## src/rtl/core/luhn_pkg.sv

```systemverilog
// ----------------------------------------------------------------------------
// luhn_pkg
// Shared types and constants for the Luhn card number classifier.
// ----------------------------------------------------------------------------
package luhn_pkg;

    localparam int CARD_W     = 63;
    localparam int BCD_DIGITS = 19;
    localparam int BCD_W      = 4 * BCD_DIGITS;
    localparam int STEP_BITS  = 3;
    localparam int CONV_STEPS = CARD_W / STEP_BITS;
    localparam int IDX_W      = 5;
    localparam int CAT_W      = 2;

    // prefix and length constants
    localparam logic [6:0] PFX15_A   = 7'd34;
    localparam logic [6:0] PFX15_B   = 7'd37;
    localparam logic [6:0] PFX16_LO  = 7'd51;
    localparam logic [6:0] PFX16_HI  = 7'd55;
    localparam logic [3:0] LEAD_FOUR = 4'd4;
    localparam logic [IDX_W-1:0] LEN_13 = 5'd13;
    localparam logic [IDX_W-1:0] LEN_15 = 5'd15;
    localparam logic [IDX_W-1:0] LEN_16 = 5'd16;

    typedef enum logic [CAT_W-1:0] {
        CAT_INVALID,
        CAT_FIFTEEN,
        CAT_SIXTEEN,
        CAT_LEAD4
    } luhn_cat_t;

    typedef struct packed {
        logic             load;
        logic             conv;
        logic             scan;
        logic [IDX_W-1:0] idx;
        logic             publish;
    } luhn_cmd_t;

endpackage

```

## src/rtl/core/luhn_ctrl.sv

```systemverilog
// ----------------------------------------------------------------------------
// luhn_ctrl
// Sequencer: binary-to-BCD conversion, digit scan, result hand-off.
// ----------------------------------------------------------------------------
module luhn_ctrl #(
    parameter int MAX_DIGITS = 19
) (
    input  logic                clk,
    input  logic                rst_n,
    input  logic                in_valid,
    output logic                in_stall,
    output logic                out_valid,
    input  logic                out_stall,
    output luhn_pkg::luhn_cmd_t cmd
);
    import luhn_pkg::*;

    typedef enum logic [1:0] {
        ST_IDLE,
        ST_CONV,
        ST_SCAN,
        ST_FIN
    } state_t;

    localparam logic [IDX_W-1:0] CONV_LAST = IDX_W'(CONV_STEPS - 1);
    localparam logic [IDX_W-1:0] SCAN_LAST = IDX_W'(MAX_DIGITS - 1);

    state_t           state_reg;
    logic [IDX_W-1:0] step_reg;
    logic             out_valid_reg;
    logic             take;

    assign take      = out_valid_reg && !out_stall;
    assign in_stall  = (state_reg != ST_IDLE);
    assign out_valid = out_valid_reg;

    always_comb
    begin
        cmd         = '0;
        cmd.idx     = step_reg;
        cmd.load    = (state_reg == ST_IDLE) && in_valid;
        cmd.conv    = (state_reg == ST_CONV);
        cmd.scan    = (state_reg == ST_SCAN);
        // output register free, or emptied at this edge
        cmd.publish = (state_reg == ST_FIN) && (!out_valid_reg || !out_stall);
    end

    always_ff @(posedge clk or negedge rst_n)
    begin
        if (!rst_n)
        begin
            state_reg     <= ST_IDLE;
            step_reg      <= '0;
            out_valid_reg <= 1'b0;
        end
        else
        begin
            if (cmd.publish)
            begin
                out_valid_reg <= 1'b1;
            end
            else if (take)
            begin
                out_valid_reg <= 1'b0;
            end

            unique case (state_reg)
                ST_IDLE:
                begin
                    step_reg <= '0;
                    if (in_valid)
                    begin
                        state_reg <= ST_CONV;
                    end
                end
                ST_CONV:
                begin
                    if (step_reg == CONV_LAST)
                    begin
                        step_reg  <= '0;
                        state_reg <= ST_SCAN;
                    end
                    else
                    begin
                        step_reg <= step_reg + 1'b1;
                    end
                end
                ST_SCAN:
                begin
                    if (step_reg == SCAN_LAST)
                    begin
                        step_reg  <= '0;
                        state_reg <= ST_FIN;
                    end
                    else
                    begin
                        step_reg <= step_reg + 1'b1;
                    end
                end
                ST_FIN:
                begin
                    if (cmd.publish)
                    begin
                        state_reg <= ST_IDLE;
                    end
                end
                default:
                begin
                    state_reg <= ST_IDLE;
                end
            endcase
        end
    end

endmodule

```

## src/rtl/core/luhn_dp.sv

```systemverilog
// ----------------------------------------------------------------------------
// luhn_dp
// Datapath: 3-bit-per-cycle double dabble, one-digit-per-cycle Luhn scan,
// classification and output register.
// ----------------------------------------------------------------------------
module luhn_dp #(
    parameter int MAX_DIGITS = 19
) (
    input  logic                          clk,
    input  luhn_pkg::luhn_cmd_t           cmd,
    input  logic [luhn_pkg::CARD_W-1:0]   card_number,
    output logic [luhn_pkg::CAT_W-1:0]    category,
    output logic                          checksum_ok,
    output logic [luhn_pkg::IDX_W-1:0]    digit_count
);
    import luhn_pkg::*;

    localparam logic [IDX_W-1:0] COUNT_MAX = IDX_W'(MAX_DIGITS);

    logic [CARD_W-1:0] bin_reg;
    logic [BCD_W-1:0]  bcd_reg;
    logic [3:0]        total_reg;
    logic [IDX_W-1:0]  count_reg;
    logic [3:0]        lead_reg;
    logic [6:0]        lead2_reg;
    logic [3:0]        prev_reg;
    luhn_cat_t         category_reg;
    logic              checksum_ok_reg;
    logic [IDX_W-1:0]  digit_count_reg;

    logic [CARD_W-1:0] conv_bin;
    logic [BCD_W-1:0]  conv_bcd;

    logic [3:0]        scan_digit;
    logic [3:0]        scan_dbl;
    logic [3:0]        scan_add;
    logic [4:0]        scan_sum;
    logic [3:0]        scan_total;
    logic [6:0]        scan_lead2;

    logic              cls_ok;
    logic              cls_ovf;
    luhn_cat_t         cls_cat;

    // shift-add-3 over STEP_BITS input bits
    always_comb
    begin
        conv_bcd = bcd_reg;
        conv_bin = bin_reg;
        for (int s = 0; s < STEP_BITS; s++)
        begin
            for (int i = 0; i < BCD_DIGITS; i++)
            begin
                if (conv_bcd[4*i +: 4] >= 4'd5)
                begin
                    conv_bcd[4*i +: 4] = conv_bcd[4*i +: 4] + 4'd3;
                end
            end
            conv_bcd = {conv_bcd[BCD_W-2:0], conv_bin[CARD_W-1]};
            conv_bin = {conv_bin[CARD_W-2:0], 1'b0};
        end
    end

    // one digit per cycle, lowest first; total kept mod 10
    always_comb
    begin
        scan_digit = bcd_reg[3:0];
        scan_dbl   = (scan_digit < 4'd5) ? {scan_digit[2:0], 1'b0}
                                         : 4'({scan_digit, 1'b0} - 5'd9);
        scan_add   = cmd.idx[0] ? scan_dbl : scan_digit;
        scan_sum   = {1'b0, total_reg} + {1'b0, scan_add};
        scan_total = (scan_sum >= 5'd10) ? 4'(scan_sum - 5'd10) : scan_sum[3:0];
        if (cmd.idx == '0)
        begin
            scan_lead2 = {3'b000, scan_digit};
        end
        else
        begin
            scan_lead2 = {scan_digit, 3'b000} + {2'b00, scan_digit, 1'b0}
                       + {3'b000, prev_reg};
        end
    end

    // digits left above the scanned window mean too long a number
    always_comb
    begin
        cls_ok  = (total_reg == 4'd0);
        cls_ovf = |bcd_reg;
        cls_cat = CAT_INVALID;
        if (cls_ok && !cls_ovf)
        begin
            if ((count_reg == LEN_15) && ((lead2_reg == PFX15_A) || (lead2_reg == PFX15_B)))
            begin
                cls_cat = CAT_FIFTEEN;
            end
            else if ((count_reg == LEN_16) && (lead2_reg >= PFX16_LO)
                     && (lead2_reg <= PFX16_HI))
            begin
                cls_cat = CAT_SIXTEEN;
            end
            else if ((count_reg >= LEN_13) && (count_reg <= LEN_16)
                     && (lead_reg == LEAD_FOUR))
            begin
                cls_cat = CAT_LEAD4;
            end
        end
    end

    always_ff @(posedge clk)
    begin
        if (cmd.load)
        begin
            bin_reg   <= card_number;
            bcd_reg   <= '0;
            total_reg <= '0;
            count_reg <= '0;
            lead_reg  <= '0;
            lead2_reg <= '0;
            prev_reg  <= '0;
        end
        else if (cmd.conv)
        begin
            bin_reg <= conv_bin;
            bcd_reg <= conv_bcd;
        end
        else if (cmd.scan)
        begin
            bcd_reg   <= {4'b0000, bcd_reg[BCD_W-1:4]};
            total_reg <= scan_total;
            prev_reg  <= scan_digit;
            if (scan_digit != 4'd0)
            begin
                count_reg <= cmd.idx + 1'b1;
                lead_reg  <= scan_digit;
                lead2_reg <= scan_lead2;
            end
        end

        if (cmd.publish)
        begin
            category_reg    <= cls_cat;
            checksum_ok_reg <= cls_ok;
            // too long a number reports the full window as its length
            digit_count_reg <= cls_ovf ? COUNT_MAX : count_reg;
        end
    end

    assign category    = category_reg;
    assign checksum_ok = checksum_ok_reg;
    assign digit_count = digit_count_reg;

endmodule

```

## src/rtl/core/luhn_card_number_classifier.sv

```systemverilog
// ----------------------------------------------------------------------------
// luhn_card_number_classifier
// Each item is converted from binary to BCD (3 bits a cycle), then scanned
// one digit a cycle and published; the next item is accepted only after that.
// A result waiting in the output register does not hold up conversion and
// scan of the next item, but that item's result waits until it is taken.
// Reset: rst_n asynchronous, active low; clears sequencer and out_valid.
// ----------------------------------------------------------------------------
module luhn_card_number_classifier #(
    parameter int MAX_DIGITS = 19
) (
    input  logic                        clk,
    input  logic                        rst_n,
    input  logic                        in_valid,
    output logic                        in_stall,
    input  logic [luhn_pkg::CARD_W-1:0] card_number,
    output logic                        out_valid,
    input  logic                        out_stall,
    output logic [luhn_pkg::CAT_W-1:0]  category,
    output logic                        checksum_ok,
    output logic [luhn_pkg::IDX_W-1:0]  digit_count
);
    import luhn_pkg::*;

    luhn_cmd_t cmd;

    luhn_ctrl #(
        .MAX_DIGITS (MAX_DIGITS)
    ) u_ctrl (
        .clk       (clk),
        .rst_n     (rst_n),
        .in_valid  (in_valid),
        .in_stall  (in_stall),
        .out_valid (out_valid),
        .out_stall (out_stall),
        .cmd       (cmd)
    );

    luhn_dp #(
        .MAX_DIGITS (MAX_DIGITS)
    ) u_dp (
        .clk         (clk),
        .cmd         (cmd),
        .card_number (card_number),
        .category    (category),
        .checksum_ok (checksum_ok),
        .digit_count (digit_count)
    );

endmodule

```

## config.mk

```make
export PLATFORM = sky130hd
export DESIGN_NAME = luhn_card_number_classifier
export DESIGN_NICKNAME = d
export VERILOG_FILES = /design/src/rtl/core/luhn_pkg.sv /design/src/rtl/core/luhn_ctrl.sv /design/src/rtl/core/luhn_dp.sv /design/src/rtl/core/luhn_card_number_classifier.sv
export SDC_FILE = /design/constraint.sdc
export NUM_CORES = 1
export LEC_CHECK = 0
export ABC_CLOCK_PERIOD_IN_PS = 9030
export BUFFER_PORTS_ARGS = -buffer_cell sky130_fd_sc_hd__buf_2
export CAP_MARGIN = 25
export CORE_ASPECT_RATIO = 1.75
export CORE_MARGIN = 2
export CORE_UTILIZATION = 45
export DETAILED_ROUTE_END_ITERATION = 12
export GPL_TIMING_DRIVEN = 0
export PLACE_DENSITY = 0.72
export SYNTH_ARGS = -nofsm -noshare
export SYNTH_HDL_FRONTEND = slang
export SYNTH_SLANG_ARGS = --single-unit
```

## constraint.sdc

```tcl
create_clock -name clk -period 9.03 [get_ports clk]
set_input_delay 0.903 -clock clk [delete_from_list [all_inputs] [get_ports clk]]
set_output_delay 0.903 -clock clk [all_outputs]
set_load 0.02 [all_outputs]
```

==> metrics.log <==
[metrics] status: complete, no violations
[metrics] # port buffers: 76
[metrics] slew at the pin closest to its max-slew limit: 988 ps
[metrics] reg2reg setup slack: 5250 ps
[metrics] final hold slack: approximately 280 ps
[metrics] half-perimeter wire length after placement: 32,800 microns
[metrics] Netlist cell types: 89
[metrics] TritonCTS Sinks: 179
[metrics] endpoint of the worst register-to-register path: u_dp.total_reg[2]
[metrics] Multi-input gate area: 9150 sq um
[metrics] startpoint kind of the worst setup timing path: register
[metrics] number of nets in the layout: 2,050
[metrics] worst slew margin relative to its limit: 0.339
[metrics] Syn Std Cell Area: 14,200 sq um
[metrics] crit path max fanout: 9
[metrics] number of global-route vias before repair: 13,700
[metrics] hold violation total from the final report: 0
[metrics] number of setup violations in the final report: 0
[metrics] CTS max path bufs: 2
[metrics] required time of the worst setup path: 9410 ps
[metrics] kind of cell adding the most delay to the critical path: compound AO/OA/AOI/OAI gates
[metrics] commonest non-fill, non-tap cell in the layout: nand2_1
[metrics] cell-by-cell trace of the critical path: buf_2, inv_1, ha_1, inv_1, a21oi_1, xnor2_1, nand2_1, o21ai_0, inv_1, fa_1, xor2_1, ha_1, nand2_1, a21boi_0, mux2_2, a211oi_1
[metrics] routed length per instance: 18.9 microns
[metrics] number of flip-flops in the largest register: 76
[metrics] worst setup path endpoint: u_dp.total_reg[2]
[metrics] Avg Synthesized Cell Area: 7.94 sq um
[metrics] accumulated negative setup slack: 0 ps
[metrics] drc violations: 0
[metrics] clock period minus worst slack: 3780 ps
[metrics] count of vias placed by the detailed router: 14,000
[metrics] Cells after Synth: 1,787
[metrics] clock root buffer master: clkbuf_16
[metrics] Critical Path AT: approximately 4200 ps
[metrics] dominant register cell in the synthesized netlist: dfxtp_1
[metrics] clock latency reported for the late side of the worst-skew pair: 470 ps
[metrics] Yosys Warn Count: 0
[metrics] Period Utilization, post-route: 0.418
[metrics] slowest library cell on the worst path: fa_1
[metrics] GR Util All Layers: 0.258
[metrics] violation count after the first detailed-route iteration: 914
[metrics] most used cell along the critical path: inv_1
[metrics] routability congestion estimate: 0.993
[metrics] class of the worst hold path: in -> async
[metrics] count of buffer and inverter cells on the critical path: 4
[metrics] post-synthesis sequential area ratio: 0.305
[metrics] number of fillers in the final layout: 2,940
[metrics] highest achievable clock rate: roughly 260 MHz
[metrics] antenna-violating nets left: 0
[metrics] global-route wire length before repair: 68,400 microns
[metrics] Vias/cell: between 6 and 7
[metrics] flop and latch count out of synthesis: ~180
[metrics] reg-to-reg critical path startpoint: u_dp.bcd_reg[0]
[metrics] cell depth of the worst setup path: 16
[metrics] Area growth, synth to finish: 10.6%
[metrics] flip-flop and latch area: ~4300 sq um
[metrics] overall overflow remaining after global route: 0
[metrics] Row Count: 86
[metrics] Reg2Reg Depth: 16
[metrics] Clock transition at path regs: about 70 ps
[metrics] number of detailed-routing iterations run before antenna repair: 7
[metrics] Net Count, Synth: 1,953
[metrics] Setup crit start: u_dp.bcd_reg[0]
[metrics] placeable core region: 31,300 sq um
[metrics] Final Slew Violations: 0
[metrics] Maximum Capacitance Violations: 0
[metrics] starting utilization of the core area: 0.453
[metrics] total CTS buffers: 17
[metrics] Vert. Die Dim: 239 microns
[metrics] overall die area: 33,000 sq um
[metrics] top library cells by usage in the layout, fill and taps aside: 295 x nand2_1, 138 x a21oi_1, 100 x dfxtp_1, 97 x buf_2, 97 x nor2_1
[metrics] CP Class: reg -> reg
[metrics] endpoint class of the critical path: register
[metrics] top-level I/O count: 77
[metrics] RSZ-0062 raised after global routing: no
[metrics] pin count of the biggest net entering global routing: 64
[metrics] CTS H-Tree Depth: 4
[metrics] Resized Gates After CTS: 0
[metrics] die boundary width: 138 microns
[metrics] number of antenna cells inserted: 0
[metrics] share of flip-flops with an asynchronous set or reset after synthesis: 0.0447
[metrics] proportion of layout cells with a drive suffix above 1: 0.111
[metrics] final wirelength: ~43,000 microns
[metrics] number of enable flip-flop cells after synthesis: 71
[metrics] Largest stage delay, worst path: approximately 450 ps
[metrics] Worst Clk Skew: between 10 and 15 ps
[metrics] CTS tree: yes
[metrics] number of antenna violations at the first check in global routing: 0
[metrics] # Post-CTS Setup Buffers: 0
[metrics] number of buffers inserted for hold repair after clock tree synthesis: 0
## Yosys cell counts, drive strengths merged (10+ instances only)
master	instances	area share
nor3	30	0.011
o31ai	21	0.012
or3	10	0.0044
or2	17	0.0082
nand3	24	0.0085
inv	100	0.026
o211a	16	0.011
mux2	21	0.017
a31oi	52	0.023
nand2	296	0.078
xnor2	30	0.019
buf	28	0.0094
and3	24	0.011
and2	14	0.0062
a211oi	24	0.013
edfxtp	71	0.15
mux2i	48	0.034
nor3b	22	0.012
o21ai	151	0.054
o22ai	15	0.0066
nor4	11	0.0048
o211ai	32	0.017
a21o	12	0.0064
dfxtp	100	0.14
a21boi	17	0.0090
o21a	17	0.0090
a31o	17	0.010
a21oi	147	0.054
nor2	97	0.026
nor2b	16	0.0071
ha	96	0.085
clkbuf	56	0.015
nand2b	38	0.017
## cell families (layout without fill, tap and decap cells)
kind of cell	count (synthesis)	in the layout	share of synthesized area
XOR/XNOR	38	38	0.0245
flip-flops	179	179	0.305
AND/OR/NAND/NOR	624	624	0.208
adder cells (fa/ha/maj)	99	99	0.0888
AO/OA/AOI/OAI	593	593	0.272
buffers and inverters	185	295	0.0510
multiplexers	69	69	0.0508
## worst register-to-register path: cells and delay by family, from the launching register on
kind / cells / cell delay, ps
AOI/OAI and AO/OA: 4 / 960
adders and majority gates: 3 / 930
buffers and inverters: 4 / 530
xor gates and xnor gates: 2 / 420
muxes: 1 / 380
DFF: 1 / 370
and+or+nand+nor: 2 / 110
## stage by stage
step / util / cells / setup WS (ps) / area (sq um)
finish: 0.502 / 2293 / 5250 / 15700
global route: 0.502 / 2293 / 4930 / 15700
CTS: 0.501 / 2292 / 5270 / 15700
detailed placement: 0.482 / 2260 / 5300 / 15100
global placement: 0.481 / 2259 / 4120 / 15100
floorplan: - / 1787 / 5700 / 14200
## area by class of cell
cell class | count | area share
clock inverter | 12 | 0.00996
tap | 396 | 0.0315
timing repair buffer | 78 | 0.0250
sequential | 179 | 0.276
clock buffer | 20 | 0.0291
buffer | 84 | 0.0220
inverter | 101 | 0.0241
multi-input combinational | 1423 | 0.582
## worst min-delay path by stage
stage                startpoint                  to  slack, ps  depth (start not counted)
4_1_cts                   rst_n  u_ctrl.step_reg[2]        280                          1
3_3_place_gp   u_dp.lead_reg[1]    u_dp.lead_reg[1]        450                          2
6_report                  rst_n  u_ctrl.step_reg[2]        280                          1
3_5_place_dp   u_dp.lead_reg[3]    u_dp.lead_reg[3]        440                          2
2_1_floorplan  u_dp.lead_reg[3]    u_dp.lead_reg[3]        430                          2
5_1_grt                   rst_n  u_ctrl.step_reg[2]        290                          1
## layer usage
metal  routed length, microns  GRT usage
met1                    15300      0.247
met2                    22600      0.491
met3                     2170     0.0389
met4                     3200      0.191
met5                        0          0
Power is not shown: default switching activity piles up to over one toggle a cycle in this logic, so the estimate is an artifact.
